File: src/rtl/lic_pkg.sv
// ----------------------------------------------------------------------------
// lic_pkg: shared types and constants of the leading indent converter
// Holds the word formats of both channels, the job handed from the front end
// to the emitter, the emitter state codes and the character constants.
// ----------------------------------------------------------------------------
package lic_pkg;

  localparam logic [7:0] CH_SPACE = 8'h20;
  localparam logic [7:0] CH_TAB   = 8'h09;
  localparam logic [7:0] CH_NL    = 8'h0A;

  // Configuration register indexes.
  localparam logic CFG_TARGET_MODE = 1'b0;
  localparam logic CFG_TAB_WIDTH   = 1'b1;

  localparam logic [4:0] TAB_WIDTH_RESET = 5'd4;

  typedef struct packed {
    logic [7:0] text_byte;
    logic       end_of_text;
  } lic_in_t;

  typedef struct packed {
    logic [7:0] out_byte;
    logic       run_last;
    logic       text_done;
  } lic_out_t;

  // Work for one accepted byte: some indent units, then maybe the byte itself.
  typedef struct packed {
    logic [1:0] units;
    logic       has_byte;
    logic [7:0] data;
    logic       eot;
    logic       space_mode;
  } lic_job_t;

  typedef enum logic [1:0] {
    EM_IDLE,
    EM_UNIT,
    EM_BYTE
  } lic_em_state_t;

endpackage

File: src/rtl/lic_emitter.sv
// ----------------------------------------------------------------------------
// lic_emitter: output sequencer of the leading indent converter
// Sends one job a word per cycle unless stalled: each indent unit as a tab or
// a run of spaces counted by a shared counter, then the passed byte, if any.
// ----------------------------------------------------------------------------
module lic_emitter #(
  parameter int MAX_TAB_WIDTH = 16
) (
  input  logic                                clk,
  input  logic                                rst,
  input  logic                                start,
  input  lic_pkg::lic_job_t                   job,
  input  logic [$clog2(MAX_TAB_WIDTH+1)-1:0]  width,
  output logic                                busy,
  output logic                                out_valid,
  input  logic                                out_stall,
  output lic_pkg::lic_out_t                   out_data
);
  import lic_pkg::*;

  localparam int WW = $clog2(MAX_TAB_WIDTH + 1);
  localparam int PW = $clog2(MAX_TAB_WIDTH);

  lic_em_state_t  state, state_next;
  lic_job_t       job_q, job_next;
  logic [1:0]     units_left, units_left_next;
  logic [PW-1:0]  space_cnt, space_cnt_next;
  logic           out_valid_next;
  lic_out_t       out_data_next;

  logic           load_ok;
  logic           unit_done;
  logic           emit;
  lic_out_t       emit_word;

  assign load_ok   = !out_valid || !out_stall;
  assign unit_done = !job_q.space_mode || ((WW'(space_cnt) + WW'(1)) == width);
  assign busy      = (state != EM_IDLE);

  // Next state and sequencer counters.
  always_comb begin
    state_next      = state;
    job_next        = job_q;
    units_left_next = units_left;
    space_cnt_next  = space_cnt;
    case (state)
      EM_IDLE: begin
        if (start) begin
          job_next        = job;
          units_left_next = job.units;
          space_cnt_next  = '0;
          state_next      = (job.units != 2'd0) ? EM_UNIT : EM_BYTE;
        end
      end
      EM_UNIT: begin
        if (load_ok) begin
          if (unit_done) begin
            space_cnt_next  = '0;
            units_left_next = units_left - 2'd1;
            if (units_left == 2'd1) begin
              state_next = job_q.has_byte ? EM_BYTE : EM_IDLE;
            end
          end else begin
            space_cnt_next = space_cnt + PW'(1);
          end
        end
      end
      EM_BYTE: begin
        if (load_ok) begin
          state_next = EM_IDLE;
        end
      end
      default: begin
        state_next = EM_IDLE;
      end
    endcase
  end

  // Word handed to the output register.
  always_comb begin
    emit      = 1'b0;
    emit_word = '0;
    case (state)
      EM_UNIT: begin
        emit               = load_ok;
        emit_word.out_byte = job_q.space_mode ? CH_SPACE : CH_TAB;
        emit_word.run_last = unit_done && (units_left == 2'd1) && !job_q.has_byte;
      end
      EM_BYTE: begin
        emit               = load_ok;
        emit_word.out_byte = job_q.data;
        emit_word.run_last = 1'b1;
      end
      default: begin
        emit = 1'b0;
      end
    endcase
    emit_word.text_done = emit_word.run_last && job_q.eot;
  end

  always_comb begin
    out_data_next  = emit ? emit_word : out_data;
    out_valid_next = emit || (out_valid && out_stall);
  end

  always_ff @(posedge clk) begin
    if (rst) begin
      state     <= EM_IDLE;
      out_valid <= 1'b0;
    end else begin
      state     <= state_next;
      out_valid <= out_valid_next;
    end
    job_q      <= job_next;
    units_left <= units_left_next;
    space_cnt  <= space_cnt_next;
    out_data   <= out_data_next;
  end

endmodule

File: src/rtl/leading_indent_converter_unit.sv
// Each accepted byte is first classified; its output words then pass one by one
// through the emitter counter, and a space that only extends a partial run gives
// no words. The single emit sequencer takes no new byte until it has sent every
// word of the last one, and it waits while the output is stalled.
// Reset (synchronous): line start, no pending spaces, tab mode, tab width 4.
// ----------------------------------------------------------------------------
// leading_indent_converter_unit: rewrites leading whitespace of text lines
// Counts leading spaces into indent units and hands each byte's words to the
// emitter, which writes a unit as one tab or as a run of spaces.
// ----------------------------------------------------------------------------
module leading_indent_converter_unit #(
  parameter int MAX_TAB_WIDTH = 16
) (
  input  logic               clk,
  input  logic               rst,
  input  logic               in_valid,
  output logic               in_stall,
  input  lic_pkg::lic_in_t   in_data,
  output logic               out_valid,
  input  logic               out_stall,
  output lic_pkg::lic_out_t  out_data,
  input  logic               cfg_we,
  input  logic               cfg_index,
  input  logic [4:0]         cfg_wdata
);
  import lic_pkg::*;

  localparam int WW = $clog2(MAX_TAB_WIDTH + 1);
  localparam int PW = $clog2(MAX_TAB_WIDTH);
  localparam int CW = (WW > 5) ? WW : 5;

  logic           target_mode;
  logic [4:0]     tab_width;
  logic           in_indent, in_indent_next;
  logic [PW-1:0]  pending, pending_next;

  logic [WW-1:0]  width;
  logic [WW-1:0]  pending_inc;
  logic           in_acc;
  logic           busy;
  logic           start;
  lic_job_t       job;

  // Clamp the tab width into 1..MAX_TAB_WIDTH.
  always_comb begin
    if (tab_width == 5'd0) begin
      width = WW'(1);
    end else if (CW'(tab_width) > CW'(MAX_TAB_WIDTH)) begin
      width = WW'(MAX_TAB_WIDTH);
    end else begin
      width = WW'(tab_width);
    end
  end

  assign in_stall    = busy;
  assign in_acc      = in_valid && !in_stall;
  assign pending_inc = WW'(pending) + WW'(1);

  always_comb begin
    job            = '0;
    job.data       = in_data.text_byte;
    job.eot        = in_data.end_of_text;
    job.space_mode = target_mode;
    in_indent_next = in_indent;
    pending_next   = '0;
    if (!in_indent) begin
      job.has_byte   = 1'b1;
      in_indent_next = (in_data.text_byte == CH_NL);
    end else if (in_data.text_byte == CH_SPACE) begin
      if (pending_inc >= width) begin
        job.units = 2'd1;
      end else begin
        pending_next = PW'(pending_inc);
        // A partial run cut off by the end of text rounds up to one unit.
        if (in_data.end_of_text) begin
          job.units = 2'd1;
        end
      end
    end else if (in_data.text_byte == CH_TAB) begin
      job.units = (pending != '0) ? 2'd2 : 2'd1;
    end else begin
      job.units      = (pending != '0) ? 2'd1 : 2'd0;
      job.has_byte   = 1'b1;
      in_indent_next = (in_data.text_byte == CH_NL);
    end
    if (in_data.end_of_text) begin
      in_indent_next = 1'b1;
      pending_next   = '0;
    end
  end

  assign start = in_acc && ((job.units != 2'd0) || job.has_byte);

  always_ff @(posedge clk) begin
    if (rst) begin
      target_mode <= 1'b0;
      tab_width   <= TAB_WIDTH_RESET;
      in_indent   <= 1'b1;
      pending     <= '0;
    end else begin
      if (cfg_we) begin
        case (cfg_index)
          CFG_TARGET_MODE: target_mode <= cfg_wdata[0];
          CFG_TAB_WIDTH:   tab_width   <= cfg_wdata;
          default:         tab_width   <= tab_width;
        endcase
      end
      if (in_acc) begin
        in_indent <= in_indent_next;
        pending   <= pending_next;
      end
    end
  end

  lic_emitter #(
    .MAX_TAB_WIDTH (MAX_TAB_WIDTH)
  ) u_emitter (
    .clk       (clk),
    .rst       (rst),
    .start     (start),
    .job       (job),
    .width     (width),
    .busy      (busy),
    .out_valid (out_valid),
    .out_stall (out_stall),
    .out_data  (out_data)
  );

  // Spaces are only ever pending while inside the indentation.
  assert property (@(posedge clk) disable iff (rst) !in_indent |-> (pending == '0))
    else $error("pending spaces outside indentation");

  // The end of the text returns the line state to its start.
  assert property (@(posedge clk) disable iff (rst)
    (in_acc && in_data.end_of_text) |=> (in_indent && (pending == '0)))
    else $error("line state not reset after end of text");

  // A new job never reaches a busy emitter.
  assert property (@(posedge clk) disable iff (rst) start |-> !busy)
    else $error("job started while emitter busy");

  // The final word of a text is also the last word of its byte.
  assert property (@(posedge clk) disable iff (rst)
    (out_valid && out_data.text_done) |-> out_data.run_last)
    else $error("text_done without run_last");

endmodule
File: config.mk
export PLATFORM = sky130hd
export DESIGN_NAME = leading_indent_converter_unit
export DESIGN_NICKNAME = d
export VERILOG_FILES = /design/src/rtl/lic_pkg.sv /design/src/rtl/lic_emitter.sv /design/src/rtl/leading_indent_converter_unit.sv
export SDC_FILE = /design/constraint.sdc
export NUM_CORES = 1
export LEC_CHECK = 0
export BUFFER_PORTS_ARGS = -buffer_cell sky130_fd_sc_hd__buf_2
export CAP_MARGIN = 20
export CORE_UTILIZATION = 45
export DETAILED_ROUTE_END_ITERATION = 7
export PLACE_DENSITY_LB_ADDON = 0.15
export SLEW_MARGIN = 10
export SYNTH_ARGS = -nofsm -noshare
export SYNTH_HDL_FRONTEND = slang
export SYNTH_SLANG_ARGS = --single-unit
File: constraint.sdc
create_clock -name clk -period 3.75 [get_ports clk]
set_input_delay 0.5625 -clock clk [delete_from_list [all_inputs] [get_ports clk]]
set_output_delay 0.5625 -clock clk [all_outputs]
set_load 0.01 [all_outputs]
Word-level counts from Yosys, hierarchy flattened
Index checks and enable logic that the tools add are counted.
{"block": "op_classes", "n_addsub": 4, "n_lt_le_gt_ge": 2, "eq_ne": 12, "mux": 39, "bitwise_logic": 1, "n_reduce_logical": 28}
{"operator": "2-to-1 mux 2 bit", "n": 14}
{"operator": "2-to-1 mux 4 bit", "n": 7}
{"operator": "one-hot mux 9 bit (2 select lines)", "n": 1}
{"operator": "== test 8 x 4 -> 1 bit (second input constant)", "n": 2}
{"operator": "2-to-1 mux 1 bit", "n": 11}
{"operator": "adder 4 x 1 -> 5 bit (second input constant)", "n": 2}
{"operator": "2-to-1 mux 5 bit", "n": 2}
{"operator": "== test 8 x 6 -> 1 bit (second input constant)", "n": 1}
{"operator": "!= test 2 x 1 -> 1 bit (second input constant)", "n": 4}
{"operator": "one-hot mux 4 bit (2 select lines)", "n": 1}
{"operator": "logical AND 1 bit", "n": 6}
{"operator": "2-to-1 mux 6 bit", "n": 1}
{"operator": "one-hot mux 2 bit (3 select lines)", "n": 1}
{"operator": "AND reduction 2 bit", "n": 3}
{"operator": "nonzero test 2 bit", "n": 3}
{"operator": "== test 5 bit", "n": 1}
{"operator": "greater-or-equal comparator 5 bit", "n": 1}
{"operator": "> comparator 5 bit (second input constant)", "n": 1}
{"operator": "logical NOT 1 bit", "n": 5}
{"operator": "logical NOT 5 bit", "n": 1}
{"operator": "AND reduction 5 bit", "n": 1}
{"operator": "adder 4 x 1 -> 4 bit (second input constant)", "n": 1}
{"operator": "== test 2 x 1 -> 1 bit (second input constant)", "n": 2}
{"operator": "logical OR 1 bit", "n": 4}
{"operator": "10 further kinds", "n": 10}
{"block": "word_totals", "ff_bits": 41, "in_bits": 20, "output_inout_bits": 12}

Logic depth before layout (Yosys ltp)
Gate-level depths: netlist (run 1).
{"block": "depth", "ltp_word": 12, "depth_mapped": 9, "depth_no_buf": 9}

Modules after synthesis
Synthesis (run 1) repeated with hierarchy kept, for this count alone.
{"block": "hier_totals", "cells_unflattened": 210, "area_unflattened_um2": 2189.6}
{"mod": "lic_emitter", "instances": 1, "cells_each": 104, "area_each_um2": 1356.3, "seq_area_each_um2": 870.8}
{"mod": "leading_indent_converter_unit", "instances": 1, "cells_each": 106, "area_each_um2": 833.3, "seq_area_each_um2": 220.2}

Worst setup path after synthesis (run 1)
No wires, ideal clock.
{"block": "synth_timing", "path_kind": "input port to flip-flop", "start": "input in_data[3] in the netlist's numbering", "end": "register u_emitter.space_cnt[0], enable pin", "arrival_ns": 2.635, "slack_ns": 0.807, "cell_stages": 8, "path_buffers": 1, "path_cell_list": "or4_4 -> buf_6 -> nor3_1 -> ha_1 -> o31a_2 -> a21oi_1 -> nor2_1 -> o21a_1"}
{"block": "synth_via", "elab_chain_cells": 9, "word_cells_on_any_way": 13, "classes_between": "eq/ne (3); mux (6); reduce/logical (4)"}
{"item": "start, declared", "line_no": "leading_indent_converter_unit.sv:18", "source": "input lic_pkg::lic_in_t in_data,"}
{"item": "== test 8 x 4 -> 1 bit", "line_no": "leading_indent_converter_unit.sv:79", "source": "end else if (in_data.text_byte == CH_TAB) begin"}
{"item": "2-to-1 mux 2 bit", "line_no": "leading_indent_converter_unit.sv:79"}
{"item": "2-to-1 mux 2 bit", "line_no": "leading_indent_converter_unit.sv:69", "source": "end else if (in_data.text_byte == CH_SPACE) begin"}
{"item": "2-to-1 mux 2 bit", "line_no": "leading_indent_converter_unit.sv:66", "source": "if (!in_indent) begin"}
{"item": "nonzero test 2 bit", "line_no": "leading_indent_converter_unit.sv:92", "source": "assign start = in_acc && ((job.units != 2'd0) || job.has_byte);"}
{"item": "logical OR 1 bit (*)", "line_no": "leading_indent_converter_unit.sv:92"}
{"item": "logical AND 1 bit (*)", "line_no": "leading_indent_converter_unit.sv:92"}
{"item": "!= test 2 bit (no line) (*)"}
{"item": "AND reduction 3 bit (no line) (*)"}
{"item": "end signal, assigned", "line_no": "lic_emitter.sv:116", "source": "space_cnt <= space_cnt_next;"}
{"item": "end, declared", "line_no": "lic_emitter.sv:27", "source": "logic [PW-1:0] space_cnt, space_cnt_next;"}
Mark *: on every way between the ends. The rest lies on a longest branch, timed or not.
A chain may end at the register's enable or synchronous reset.

Worst setup path after layout (run 1)
{"block": "layout_timing", "start": "register tab_width[2]", "end": "register u_emitter.space_cnt[3], enable pin"}
{"block": "layout_via", "elab_chain_cells": 12, "word_cells_on_any_way": 13, "classes_between": "order compare (2); eq/ne (1); mux (5); reduce/logical (5)"}
{"item": "start, declared", "line_no": "leading_indent_converter_unit.sv:33", "source": "logic [4:0] tab_width;"}
{"item": "start signal, assigned", "line_no": "leading_indent_converter_unit.sv:104", "source": "CFG_TAB_WIDTH: tab_width <= cfg_wdata;"}
{"item": "start signal, assigned", "line_no": "leading_indent_converter_unit.sv:105", "source": "default: tab_width <= tab_width;"}
{"item": "> comparator 5 bit", "line_no": "leading_indent_converter_unit.sv:48", "source": "end else if (CW'(tab_width) > CW'(MAX_TAB_WIDTH)) begin"}
{"item": "2-to-1 mux 5 bit", "line_no": "leading_indent_converter_unit.sv:48"}
{"item": "2-to-1 mux 5 bit (*)", "line_no": "leading_indent_converter_unit.sv:46", "source": "if (tab_width == 5'd0) begin"}
{"item": "greater-or-equal comparator 5 bit (*)", "line_no": "leading_indent_converter_unit.sv:70", "source": "if (pending_inc >= width) begin"}
{"item": "2-to-1 mux 1 bit (*)", "line_no": "leading_indent_converter_unit.sv:70"}
{"item": "2-to-1 mux 2 bit (*)", "line_no": "leading_indent_converter_unit.sv:69"}
{"item": "2-to-1 mux 2 bit (*)", "line_no": "leading_indent_converter_unit.sv:66"}
{"item": "nonzero test 2 bit (*)", "line_no": "leading_indent_converter_unit.sv:92"}
{"item": "logical OR 1 bit (*)", "line_no": "leading_indent_converter_unit.sv:92"}
{"item": "logical AND 1 bit (*)", "line_no": "leading_indent_converter_unit.sv:92"}
{"item": "!= test 2 bit (no line) (*)"}
{"item": "AND reduction 3 bit (no line) (*)"}
Marks and branches as above.

==> results of run 1 <==
## cell usage after synthesis, drive strengths merged (2+ instances only)
library cell	count
edfxtp	27
nand2	20
nor2	19
nand3	16
dfxtp	14
ha	13
a21oi	12
inv	10
and3	7
nand2b	7
o21ai	6
a21boi	4
clkbuf	4
nor3	4
xnor2	4
nand3b	3
a21o	2
a22oi	2
mux2i	2
nor2b	2
nor4	2
or3b	2
or4	2
xor2	2
## power breakdown
group | switching [W] | leakage (nW) | internal, W
combinational | 0.0000805 | 0.596 | 0.0000578
sequential | 0.0000145 | 0.374 | 0.000518
clock | 0.000163 | 0.0687 | 0.000268
## cell families (layout without fill, tap and decap cells)
| kind of cell | after synthesis | after routing |
|---|---|---|
| XOR/XNOR | 7 | 7 |
| flip-flops | 41 | 41 |
| adder cells (fa/ha/maj) | 13 | 13 |
| AO/OA/AOI/OAI | 39 | 39 |
| AND/OR/NAND/NOR | 87 | 87 |
| multiplexers | 2 | 2 |
| buffers and inverters | 15 | 50 |
## path summary, 6_finish.rpt
| kind | endpoint | slack [ns] |
|---|---|---|
| worst max-delay path | u_emitter.space_cnt[3] | 0.58 |
| worst min-delay path | u_emitter.job_q[4] | 0.45 |
| worst max register to register | u_emitter.space_cnt[3] | 0.58 |
| worst min register to register | u_emitter.job_q[0] | 0.46 |
## registers in the layout (all words and copies together) (netlist names)
signal,cells
u_emitter.out_valid,1
pending,4
u_emitter.state,2
tab_width,5
u_emitter.job_q,11
u_emitter.space_cnt,4
target_mode,1
u_emitter.units_left,2
in_indent,1
u_emitter.out_data,10
## stage by stage
step	hold WS [ns]	setup slack (ns)
detailed placement	0.459	0.437
global route	0.442	0.308
global placement	0.448	0.466
finish	0.454	0.579
CTS	0.446	0.566
floorplan	0.408	0.807
## routing by layer
metal | track usage | part of all wire
met1 | 0.270 | 0.51
met2 | 0.237 | 0.41
met3 | 0.0427 | 0.060
met4 | 0.0644 | 0.012
met5 | 0 | 0
## final cells by class
| type | instances | share of cell area |
|---|---|---|
| inverter | 10 | 0.0152 |
| timing repair buffer | 32 | 0.0658 |
| clock buffer | 5 | 0.0278 |
| clock inverter | 3 | 0.0278 |
| tap | 52 | 0.0263 |
| multi-input combinational | 148 | 0.396 |
| sequential | 41 | 0.441 |
## cell usage in the layout, fill, tap and decap left out, types with 2 or more instances in the layout
cell type / n
sky130_fd_sc_hd__a21boi_0: 4
sky130_fd_sc_hd__a21o_1: 2
sky130_fd_sc_hd__a21oi_1: 12
sky130_fd_sc_hd__a22oi_1: 2
sky130_fd_sc_hd__and3_1: 7
sky130_fd_sc_hd__buf_2: 31
sky130_fd_sc_hd__bufinv_16: 2
sky130_fd_sc_hd__clkbuf_8: 5
sky130_fd_sc_hd__dfxtp_1: 14
sky130_fd_sc_hd__edfxtp_1: 27
sky130_fd_sc_hd__ha_1: 13
sky130_fd_sc_hd__inv_1: 10
sky130_fd_sc_hd__mux2i_1: 2
sky130_fd_sc_hd__nand2_1: 20
sky130_fd_sc_hd__nand2b_1: 7
sky130_fd_sc_hd__nand3_1: 16
sky130_fd_sc_hd__nand3b_1: 3
sky130_fd_sc_hd__nor2_1: 19
sky130_fd_sc_hd__nor2b_1: 2
sky130_fd_sc_hd__nor3_1: 4
sky130_fd_sc_hd__o21ai_0: 5
sky130_fd_sc_hd__xnor2_1: 4
sky130_fd_sc_hd__xor2_1: 2
## worst register-to-register path, delay by kind of cell (launching register included)
family / cells / cell delay, ns
AND/OR/NAND/NOR: 4 / 1.56
AO/OA/AOI/OAI: 4 / 0.86
flip-flops: 1 / 0.32
adder cells (fa/ha/maj): 1 / 0.13
==> metrics.json, run 1 <==
{
  "run_status": {"value": "finished clean"},
  "count_of_vias_placed_by_the_detailed_router": {"value": 1568},
  "hold_violations": {"value": 0},
  "insertedDiodeCount": {"value": 0},
  "dominant_combinational_cell_family_by_area_after_synthesis": {"value": "simple AND/OR/NAND/NOR gates"},
  "asyncSetResetFlopFracSynth": {"value": 0},
  "growth_of_design_area_from_synthesis_to_finish": {"value": 15.9, "unit": "%"},
  "path_depth": {"value": 9},
  "final-seq-area": {"value": 0.00109, "unit": "sq mm"},
  "cts.repair.resized": {"value": 0},
  "setup_total_negative_slack": {"value": 0, "unit": "ns"},
  "crit_start": {"value": "tab_width[2]"},
  "power.density": {"value": 445, "unit": "mW/mm^2"},
  "grt_max_degree": {"value": 15},
  "seq_cells_post_synth": {"value": 41},
  "post_synth_and_or_nand_nor_area_fraction": {"value": 0.215},
  "finalCriticalPeriod": {"value": 3.17, "unit": "ns"},
  "rr_worst_depth": {"value": 9},
  "hold_path.startpoint": {"value": "in_data[3]"},
  "cts_hold_buffers": {"value": 0},
  "drt_pre_antenna_iters": {"value": 6},
  "drv_cap": {"value": 0},
  "fp-row-count": {"value": 24},
  "post-synth-top-area-cell": {"value": "sky130_fd_sc_hd__edfxtp_1"},
  "design_power_total": {"value": 0.00110, "unit": "W"},
  "routabilityCongestion": {"value": 0.780},
  "drt_drc_violations_left": {"value": 0},
  "placed_area": {"value": 0.00234, "unit": "sq mm"},
  "ant_nets": {"value": 0},
  "cts-root-buf": {"value": "sky130_fd_sc_hd__clkbuf_8"},
  "postSynth.topFlopCell": {"value": "sky130_fd_sc_hd__edfxtp_1"},
  "cp-end-kind": {"value": "flip-flop"},
  "cts.repair_timing.setup_buffer_count": {"value": 0},
  "drt-vias-per-instance": {"value": 5.39},
  "setup_viol_count_final": {"value": 0},
  "stdcell_area": {"value": 0.00247, "unit": "sq mm"},
  "wire_per_inst": {"value": 13.7, "unit": "um"},
  "netlist_instances": {"value": 204},
  "die_height": {"value": 70.9, "unit": "um"},
  "post_route_cells_drive_above_1_share": {"value": 0.192},
  "grt_pass1_wl": {"value": 6.64, "unit": "mm"},
  "synthTopCellsByArea": {"value": "sky130_fd_sc_hd__edfxtp_1 38%, sky130_fd_sc_hd__dfxtp_1 13%, sky130_fd_sc_hd__ha_1 7.6%, sky130_fd_sc_hd__nand3_1 3.8%, sky130_fd_sc_hd__nand2_1 3.5%"},
  "syn-cell-area": {"value": 0.00213, "unit": "sq mm"},
  "worstMarginPinSlew": {"value": 1.00, "unit": "ns"},
  "cts_max_path_buffers": {"value": 2},
  "multi_input_comb_area": {"value": 980, "unit": "sq um"},
  "finalCoreUtilization": {"value": 0.557},
  "synthesis.area_per_instance": {"value": 10.5, "unit": "sq um"},
  "clock_insertion_delay_worst_skew": {"value": 0.29, "unit": "ns"},
  "final_period_utilization": {"value": 0.846},
  "critPathBufInv": {"value": 0},
  "post_synth_xor_area_fraction": {"value": 0.0352},
  "crit_path_cell_trace": {"value": "or4_1, nand2_1, ha_1, nand2b_1, a31oi_1, o21ai_1, a21oi_1, nor2_1, o21a_1"},
  "synth-edff-count": {"value": 27},
  "overflow": {"value": 0},
  "htree_num_levels": {"value": 2},
  "nets": {"value": 271},
  "path_delay_family": {"value": "simple AND/OR/NAND/NOR gates"},
  "maxClockFrequency": {"value": 315, "unit": "MHz"},
  "placeableCoreArea": {"value": 0.00444, "unit": "sq mm"},
  "final_cell_count_no_fill": {"value": 291},
  "slew_violations": {"value": 0},
  "totalWireLength": {"value": 3.98, "unit": "mm"},
  "required_time_of_the_critical_path": {"value": 3.75, "unit": "ns"},
  "clk_transition_reported_paths": {"value": 0.08, "unit": "ns"},
  "place_inst": {"value": 283},
  "synth_warnings": {"value": 0},
  "fillers": {"value": 388},
  "worst_ir_drop_vdd": {"value": 0.197, "unit": "mV"},
  "postSynthNetCount": {"value": 237},
  "clock_tree_from_tritoncts": {"value": "yes"},
  "static-leakage-power": {"value": 1.04, "unit": "nW"},
  "worst_clock_skew": {"value": 0.00720, "unit": "ns"},
  "cp_max_fo": {"value": 13},
  "num_cts_buffers": {"value": 5},
  "worst_hold_path_type": {"value": "primary input to flip-flop"},
  "ys_types": {"value": 46},
  "number_of_antenna_violations_at_the_first_check_in_global_routing": {"value": 0},
  "number_of_input_and_output_port_buffers_inserted": {"value": 31},
  "timing_worst_setup_path_type": {"value": "flip-flop to flip-flop"},
  "post_synth_mux_area_share": {"value": 0.00938},
  "slew_headroom": {"value": 0.331},
  "synth-adder-area-share": {"value": 0.0762},
  "critical-path-max-stage-delay": {"value": 0.77, "unit": "ns"},
  "worst_hold_path.num_cells": {"value": 1},
  "die_area": {"value": 0.00502, "unit": "sq mm"},
  "rr_startpoint": {"value": "tab_width[2]"},
  "dp_hpwl": {"value": 2.98, "unit": "mm"},
  "globalRouteTotalUtil": {"value": 0.175},
  "post-synth-top-area-fraction": {"value": 0.380},
  "critical-path-slowest-cell": {"value": "sky130_fd_sc_hd__nor2_1"},
  "synth_seq_area_share": {"value": 0.511},
  "timing.critical_path.arrival": {"value": 3.17, "unit": "ns"},
  "drt_first_iter_violations": {"value": 165},
  "numClockSinks": {"value": 41},
  "rsz0062_at_grt": {"value": "no"},
  "grt_pass1_vias": {"value": 1380},
  "synth_compound_area_frac": {"value": 0.124},
  "num_io_pins": {"value": 32},
  "startpoint_class_of_the_critical_path": {"value": "flip-flop"},
  "die_w": {"value": 70.9, "unit": "um"},
  "initial_core_util": {"value": 0.480}
}
Note: power is estimated with default switching activity, not from simulation.
==> inputs of run 2 (changes only) <==
==> constraint.sdc (replaced) <==
create_clock -name clk -period 2.5 [get_ports clk]
set_input_delay 0.375 -clock clk [delete_from_list [all_inputs] [get_ports clk]]
set_output_delay 0.375 -clock clk [all_outputs]
set_load 0.01 [all_outputs]
==> metrics.json, run 2 (synthesis results as in run 1) <==
{
  "routabilityCongestion": {"value": 0.829, "change": "+6.2%"},
  "grt_max_degree": {"value": 14, "change": "-1"},
  "cts_hold_buffers": {"value": 0, "change": "unchanged"},
  "critical-path-slowest-cell": {"value": "sky130_fd_sc_hd__dfxtp_1"},
  "layout.cells.most_common_list": {"value": "31 x sky130_fd_sc_hd__buf_2, 27 x sky130_fd_sc_hd__edfxtp_1, 19 x sky130_fd_sc_hd__nand2_1, 18 x sky130_fd_sc_hd__nor2_1, 16 x sky130_fd_sc_hd__nand3_1"},
  "die_area": {"value": 0.00502, "unit": "sq mm", "change": "unchanged"},
  "cp_max_fo": {"value": 4, "change": "-9"},
  "clock_insertion_delay_worst_skew": {"value": 0.30, "unit": "ns", "change": "about the same"},
  "grt_pass1_vias": {"value": 1532, "change": "+11%"},
  "path_delay_family": {"value": "adder cells"},
  "numClockSinks": {"value": 41, "change": "unchanged"},
  "num_io_pins": {"value": 32, "change": "unchanged"},
  "worst_ir_drop_vdd": {"value": 0.298, "unit": "mV", "change": "+51%"},
  "slew_headroom": {"value": 0.727, "change": "+0.397"},
  "clk_transition_reported_paths": {"value": 0.08, "unit": "ns", "change": "about the same"},
  "grt_pass1_wl": {"value": 7.02, "unit": "mm", "change": "+5.7%"},
  "drt_pre_antenna_iters": {"value": 6, "change": "unchanged"},
  "growth_of_design_area_from_synthesis_to_finish": {"value": 21.3, "unit": "%"},
  "drt-vias-per-instance": {"value": 5.29, "change": "-1.9%"},
  "worst_hold_path_type": {"value": "primary input to flip-flop"},
  "setup_viol_count_final": {"value": 0, "change": "unchanged"},
  "wire_per_inst": {"value": 13.6, "unit": "um", "change": "-0.38%"},
  "post_route_cells_drive_above_1_share": {"value": 0.262, "change": "+0.0694"},
  "die_w": {"value": 70.9, "unit": "um", "change": "unchanged"},
  "placeableCoreArea": {"value": 0.00444, "unit": "sq mm", "change": "unchanged"},
  "static-leakage-power": {"value": 1.09, "unit": "nW", "change": "+5.1%"},
  "drt_drc_violations_left": {"value": 0, "change": "unchanged"},
  "design_power_total": {"value": 0.00158, "unit": "W", "change": "+43%"},
  "number_of_input_and_output_port_buffers_inserted": {"value": 31, "change": "unchanged"},
  "fillers": {"value": 404, "change": "+4.1%"},
  "largest-register": {"value": "u_emitter.job_q"},
  "largest_reg_flops": {"value": 11, "change": "unchanged"},
  "slew_violations": {"value": 0, "change": "unchanged"},
  "worst_clock_skew": {"value": 0.00608, "unit": "ns", "change": "-0.00112 ns"},
  "hold_violations": {"value": 0, "change": "unchanged"},
  "layout_commonest_cell": {"value": "sky130_fd_sc_hd__buf_2"},
  "initial_core_util": {"value": 0.480, "change": "unchanged"},
  "totalWireLength": {"value": 4.15, "unit": "mm", "change": "+4.1%"},
  "finalCriticalPeriod": {"value": 2.36, "unit": "ns", "change": "-0.807 ns"},
  "insertedDiodeCount": {"value": 0, "change": "unchanged"},
  "num_cts_buffers": {"value": 5, "change": "unchanged"},
  "drt_first_iter_violations": {"value": 107, "change": "-35%"},
  "worstMarginPinSlew": {"value": 0.407, "unit": "ns", "change": "-0.593 ns"},
  "globalRouteTotalUtil": {"value": 0.183, "change": "+0.00787"},
  "final_period_utilization": {"value": 0.946, "change": "+0.100"},
  "rsz0062_at_grt": {"value": "no"},
  "run_status": {"value": "finished clean"},
  "dp_hpwl": {"value": 3.16, "unit": "mm", "change": "+6.2%"},
  "power.density": {"value": 609, "unit": "mW/mm^2", "change": "+37%"},
  "startpoint_class_of_the_critical_path": {"value": "flip-flop"},
  "die_height": {"value": 70.9, "unit": "um", "change": "unchanged"},
  "htree_num_levels": {"value": 2, "change": "unchanged"},
  "fin_hold_ws": {"value": 0.268, "unit": "ns", "change": "-0.186 ns"},
  "cts_max_path_buffers": {"value": 2, "change": "unchanged"},
  "fp-row-count": {"value": 24, "change": "unchanged"},
  "ant_nets": {"value": 0, "change": "unchanged"},
  "crit_path_cell_trace": {"value": "ha_1, buf_4, xor2_1, ha_1, a21o_1, a31oi_2, o21ai_2, buf_4, and2_1, or3b_1, a21oi_1"},
  "critical-path-max-stage-delay": {"value": 0.34, "unit": "ns", "change": "-0.43 ns"},
  "count_of_vias_placed_by_the_detailed_router": {"value": 1607, "change": "+2.5%"},
  "drv_cap": {"value": 0, "change": "unchanged"},
  "cts-root-buf": {"value": "sky130_fd_sc_hd__clkbuf_8"},
  "cp-end-kind": {"value": "flip-flop"},
  "number_of_antenna_violations_at_the_first_check_in_global_routing": {"value": 0, "change": "unchanged"},
  "timing.critical_path.arrival": {"value": 2.59, "unit": "ns", "change": "-0.58 ns"},
  "critPathBufInv": {"value": 2, "change": "+2"},
  "clock_tree_from_tritoncts": {"value": "yes"},
  "required_time_of_the_critical_path": {"value": 2.73, "unit": "ns", "change": "-1.02 ns"},
  "nets": {"value": 284, "change": "+4.8%"},
  "timing_worst_setup_path_type": {"value": "flip-flop to flip-flop"},
  "maxClockFrequency": {"value": 423, "unit": "MHz", "change": "+34%"},
  "overflow": {"value": 0, "change": "unchanged"},
  "reg.largest.list": {"value": "u_emitter.job_q (11), u_emitter.out_data (10), tab_width (5)"}
}
[run 2: area by class of cell]
type | instances | area (sq um) | area share
Clock buffer | 6 | 82.6 | 0.0319
Clock inverter | 2 | 37.5 | 0.0145
Sequential cell | 41 | 1090 | 0.421
Inverter | 10 | 37.5 | 0.0145
Timing Repair Buffer | 45 | 260 | 0.101
Tap cell | 52 | 65.1 | 0.0251
Multi-Input combinational cell | 148 | 1010 | 0.392
[run 2: what timing repair did]
action                                  in CTS  in global routing
buffers inserted                             0                  1
endpoints found under the setup margin       0                 23
gates resized for setup                      0                  4
[run 2: report_power, final]
part	leakage, nW	internal [W]	switching, W
Sequential	0.374	0.000776	0.0000216
Clock	0.0574	0.000325	0.000232
Combinational	0.660	0.0000968	0.000127
[run 2: worst paths after layout]
kind                startpoint            endpoint  slack [ns]  cells after the start
setup reg to reg    pending[1]  u_emitter.state[0]        0.14                     11
hold reg to reg   tab_width[0]        tab_width[0]        0.48                      2
setup / recovery    pending[1]  u_emitter.state[0]        0.14                     11
hold / removal      in_data[8]  u_emitter.job_q[9]        0.27                      1
[run 2: stage by stage]
step	instances	utilization	setup slack (ns)	area, sq um	setup TNS [ns]
after detailed placement	295	0.550	-0.0396	2440	-0.211
after CTS	303	0.577	0.00944	2560	0
final	304	0.582	0.136	2590	0
after floorplan	204	-	-0.0114	2150	-0.0672
after global routing	304	0.582	0.00333	2590	0
after global placement	295	0.550	-0.0130	2440	-0.0621
[run 2: routing by layer]
layer,wire length (um),vias up,global-route usage
li1,-,833,-
met1,2230,739,0.266
met2,1710,30,0.265
met3,146,5,0.0427
met4,62,0,0.0711
met5,0,-,0
==> inputs of run 3 (changes only) <==
--- a/config.mk
+++ b/config.mk
@@ -9,7 +9,7 @@
 export CAP_MARGIN = 20
 export CORE_UTILIZATION = 45
 export DETAILED_ROUTE_END_ITERATION = 7
-export PLACE_DENSITY_LB_ADDON = 0.15
+export PLACE_DENSITY_LB_ADDON = 0.1
 export SLEW_MARGIN = 10
 export SYNTH_ARGS = -nofsm -noshare
 export SYNTH_HDL_FRONTEND = slang
==> metrics.json, run 3 (synthesis results as in run 1) <==
{
  "sequentialPowerShare": {"value": 0.516, "change": "+0.010"},
  "cts_max_path_buffers": {"value": 2, "change": "unchanged"},
  "numClockSinks": {"value": 41, "change": "unchanged"},
  "wire_per_inst": {"value": 13.8, "unit": "um", "change": "+0.96%"},
  "place_worst_setup_slack": {"value": -0.0317, "unit": "ns", "change": "+0.00790 ns"},
  "design_power_total": {"value": 0.00155, "unit": "W", "change": "-2.0%"},
  "clock_power_share": {"value": 0.336, "change": "-0.017"},
  "slew_violations": {"value": 0, "change": "unchanged"},
  "drt_pre_antenna_iters": {"value": 6, "change": "unchanged"},
  "insertedDiodeCount": {"value": 0, "change": "unchanged"},
  "overflow": {"value": 0, "change": "unchanged"},
  "run_status": {"value": "finished clean"},
  "clock_insertion_delay_worst_skew": {"value": 0.29, "unit": "ns", "change": "about the same"},
  "layout_commonest_cell": {"value": "sky130_fd_sc_hd__buf_2"},
  "startpoint_class_of_the_critical_path": {"value": "flip-flop"},
  "totalWireLength": {"value": 4.24, "unit": "mm", "change": "+2.3%"},
  "switching_power": {"value": 0.000374, "unit": "W", "change": "-1.7%"},
  "final_period_utilization": {"value": 0.948, "change": "+0.00266"},
  "drt_drc_violations_left": {"value": 0, "change": "unchanged"},
  "cp_max_fo": {"value": 4, "change": "unchanged"},
  "cts_hold_buffers": {"value": 0, "change": "unchanged"},
  "post_route_cells_drive_above_1_share": {"value": 0.301, "change": "+0.0389"},
  "htree_num_levels": {"value": 2, "change": "unchanged"},
  "part_of_the_power_in_combinational_logic": {"value": 0.148, "change": "+0.006"},
  "cell_int_power": {"value": 0.00117, "unit": "W", "change": "-2.1%"},
  "worst_ir_drop_vdd": {"value": 0.451, "unit": "mV", "change": "+51%"},
  "finalCriticalPeriod": {"value": 2.37, "unit": "ns", "change": "+0.00666 ns"},
  "layout.cells.most_common_list": {"value": "31 x sky130_fd_sc_hd__buf_2, 27 x sky130_fd_sc_hd__edfxtp_1, 19 x sky130_fd_sc_hd__nand2_1, 18 x sky130_fd_sc_hd__nor2_1, 18 x sky130_fd_sc_hd__buf_4"},
  "placeableCoreArea": {"value": 0.00444, "unit": "sq mm", "change": "unchanged"},
  "dp_hpwl": {"value": 3.26, "unit": "mm", "change": "+3.1%"},
  "worst_clock_skew": {"value": 0.00618, "unit": "ns", "change": "+0.000102 ns"},
  "r2r_end": {"value": "u_emitter.units_left[0]"},
  "die_w": {"value": 70.9, "unit": "um", "change": "unchanged"},
  "global_route.peak_usage_layer": {"value": "met2"},
  "routabilityCongestion": {"value": 0.821, "change": "-0.89%"},
  "largest-register": {"value": "u_emitter.job_q"},
  "number_of_antenna_violations_at_the_first_check_in_global_routing": {"value": 0, "change": "unchanged"},
  "rsz0062_at_grt": {"value": "no"},
  "growth_of_design_area_from_synthesis_to_finish": {"value": 23.7, "unit": "%"},
  "global_routing_usage_on_met1": {"value": 0.261, "change": "-0.00527"},
  "cts-root-buf": {"value": "sky130_fd_sc_hd__clkbuf_8"},
  "clock_tree_from_tritoncts": {"value": "yes"},
  "timing.critical_path.arrival": {"value": 2.42, "unit": "ns", "change": "-0.17 ns"},
  "grt_pass1_vias": {"value": 1449, "change": "-5.4%"},
  "num_cts_buffers": {"value": 5, "change": "unchanged"},
  "post-route-worst-setup-slack": {"value": 0.129, "unit": "ns", "change": "-0.00666 ns"},
  "num_io_pins": {"value": 32, "change": "unchanged"},
  "rr_startpoint": {"value": "pending[0]"},
  "grt_pass1_wl": {"value": 6.87, "unit": "mm", "change": "-2.2%"},
  "fp-row-count": {"value": 24, "change": "unchanged"},
  "rr_worst_depth": {"value": 9, "change": "-2"},
  "nets": {"value": 288, "change": "+1.4%"},
  "setup_viol_count_final": {"value": 0, "change": "unchanged"},
  "largest_reg_flops": {"value": 11, "change": "unchanged"},
  "cts.repair_timing.setup_buffer_count": {"value": 0, "change": "unchanged"},
  "fillers": {"value": 370, "change": "-8.4%"},
  "drt_first_iter_violations": {"value": 148, "change": "+38%"},
  "number_of_input_and_output_port_buffers_inserted": {"value": 31, "change": "unchanged"},
  "ant_nets": {"value": 0, "change": "unchanged"},
  "slew_headroom": {"value": 0.719, "change": "-0.00807"},
  "static-leakage-power": {"value": 1.11, "unit": "nW", "change": "+1.4%"},
  "die_height": {"value": 70.9, "unit": "um", "change": "unchanged"},
  "grt.met3_usage": {"value": 0.0385, "change": "-0.00427"},
  "reg.largest.list": {"value": "u_emitter.job_q (11), u_emitter.out_data (10), tab_width (5)"},
  "timing_worst_setup_path_type": {"value": "flip-flop to flip-flop"},
  "r2r_setup_slack": {"value": 0.13, "unit": "ns", "change": "about the same"},
  "die_area": {"value": 0.00502, "unit": "sq mm", "change": "unchanged"},
  "globalRouteTotalUtil": {"value": 0.179, "change": "-0.00391"},
  "clk_transition_reported_paths": {"value": 0.08, "unit": "ns", "change": "about the same"},
  "drt-vias-per-instance": {"value": 5.32, "change": "+0.73%"},
  "worst_hold_path_type": {"value": "primary input to flip-flop"},
  "drv_cap": {"value": 0, "change": "unchanged"},
  "worstMarginPinSlew": {"value": 0.419, "unit": "ns", "change": "+0.0121 ns"},
  "power.share.switching": {"value": 0.242, "change": "+0.000878"},
  "power.density": {"value": 585, "unit": "mW/mm^2", "change": "-4.0%"},
  "crit_start": {"value": "pending[0]"},
  "grt_max_degree": {"value": 13, "change": "-1"},
  "grt_met2_use": {"value": 0.264, "change": "-0.00107"},
  "required_time_of_the_critical_path": {"value": 2.55, "unit": "ns", "change": "-0.18 ns"},
  "initial_core_util": {"value": 0.480, "change": "unchanged"},
  "hold_violations": {"value": 0, "change": "unchanged"},
  "endpoint": {"value": "u_emitter.units_left[0]"},
  "count_of_vias_placed_by_the_detailed_router": {"value": 1640, "change": "+2.1%"},
  "cp-end-kind": {"value": "flip-flop"},
  "maxClockFrequency": {"value": 422, "unit": "MHz", "change": "-0.28%"}
}
==> run 3: changes by cell type in the layout (fill, tap and decap cells not counted), sizes merged <==
cell / delta
buf: +4
clkinv: +1
clkinvlp: -1
==> run 3: worst min path at each step <==
stage | slack [ns] | depth (start not counted) | from | end
5_1_grt | 0.26 | 1 | in_data[7] | u_emitter.job_q[8]
4_1_cts | 0.26 | 1 | in_data[7] | u_emitter.job_q[8]
3_5_place_dp | 0.46 | 2 | tab_width[0] | tab_width[0]
2_1_floorplan | 0.41 | 0 | target_mode | u_emitter.job_q[0]
3_3_place_gp | 0.45 | 2 | tab_width[0] | tab_width[0]
6_report | 0.28 | 1 | in_data[3] | u_emitter.job_q[4]
==> run 3: power groups by stage <==
| stage | registers [W] | clock network (W) | logic, W |
|---|---|---|---|
| 2_1_floorplan | 0.000820 | 0 | 0.000125 |
| 3_3_place_gp | 0.000812 | 0 | 0.000221 |
| 3_5_place_dp | 0.000813 | 0 | 0.000222 |
| 4_1_cts | 0.000798 | 0.000530 | 0.000223 |
| 5_1_grt | 0.000804 | 0.000554 | 0.000254 |
| 6_report | 0.000798 | 0.000520 | 0.000228 |
==> run 3: metrics by stage <==
stage               setup TNS [ns]  cells   util  area [sq um]  hold WS (ns)
global placement            -0.159    300  0.558          2480         0.452
CTS                              0    308  0.583          2590         0.265
detailed placement          -0.210    300  0.558          2480         0.461
floorplan                  -0.0672    204      -          2150         0.408
finish                           0    308  0.594          2640         0.276
global route                     0    308  0.594          2640         0.259
==> run 3: final cells by class <==
class | count | area (sq um) | area share
repair buffers | 49 | 290 | 0.110
clock buffers | 6 | 72.6 | 0.0275
inverters | 10 | 37.5 | 0.0142
well taps | 52 | 65.1 | 0.0246
clock inverters | 2 | 33.8 | 0.0128
multi-input cells | 148 | 1050 | 0.396
flip-flops and latches | 41 | 1090 | 0.414
==> run 3: critical path, cell delays in order, from the launching register on <==
cell	delay, ns
sky130_fd_sc_hd__dfxtp_2	0.32
sky130_fd_sc_hd__ha_2	0.19
sky130_fd_sc_hd__and3_4	0.19
sky130_fd_sc_hd__ha_4	0.23
sky130_fd_sc_hd__a211o_1	0.30
sky130_fd_sc_hd__nor4_2	0.28
sky130_fd_sc_hd__o21ai_2	0.13
sky130_fd_sc_hd__a21oi_2	0.19
sky130_fd_sc_hd__nor2_4	0.05
sky130_fd_sc_hd__o211a_1	0.25
==> run 3: repair_timing <==
item,4_1_cts,5_1_grt
gates resized for setup,1,12
endpoints found under the setup margin,6,24
pin swaps,0,8
endpoints found under the hold margin,0,0
==> run 3: routing by layer <==
layer / up-vias / share of wire
met5: - / 0
met4: 0 / 0.011
met3: 6 / 0.044
met2: 49 / 0.43
li1: 847 / -
met1: 738 / 0.51
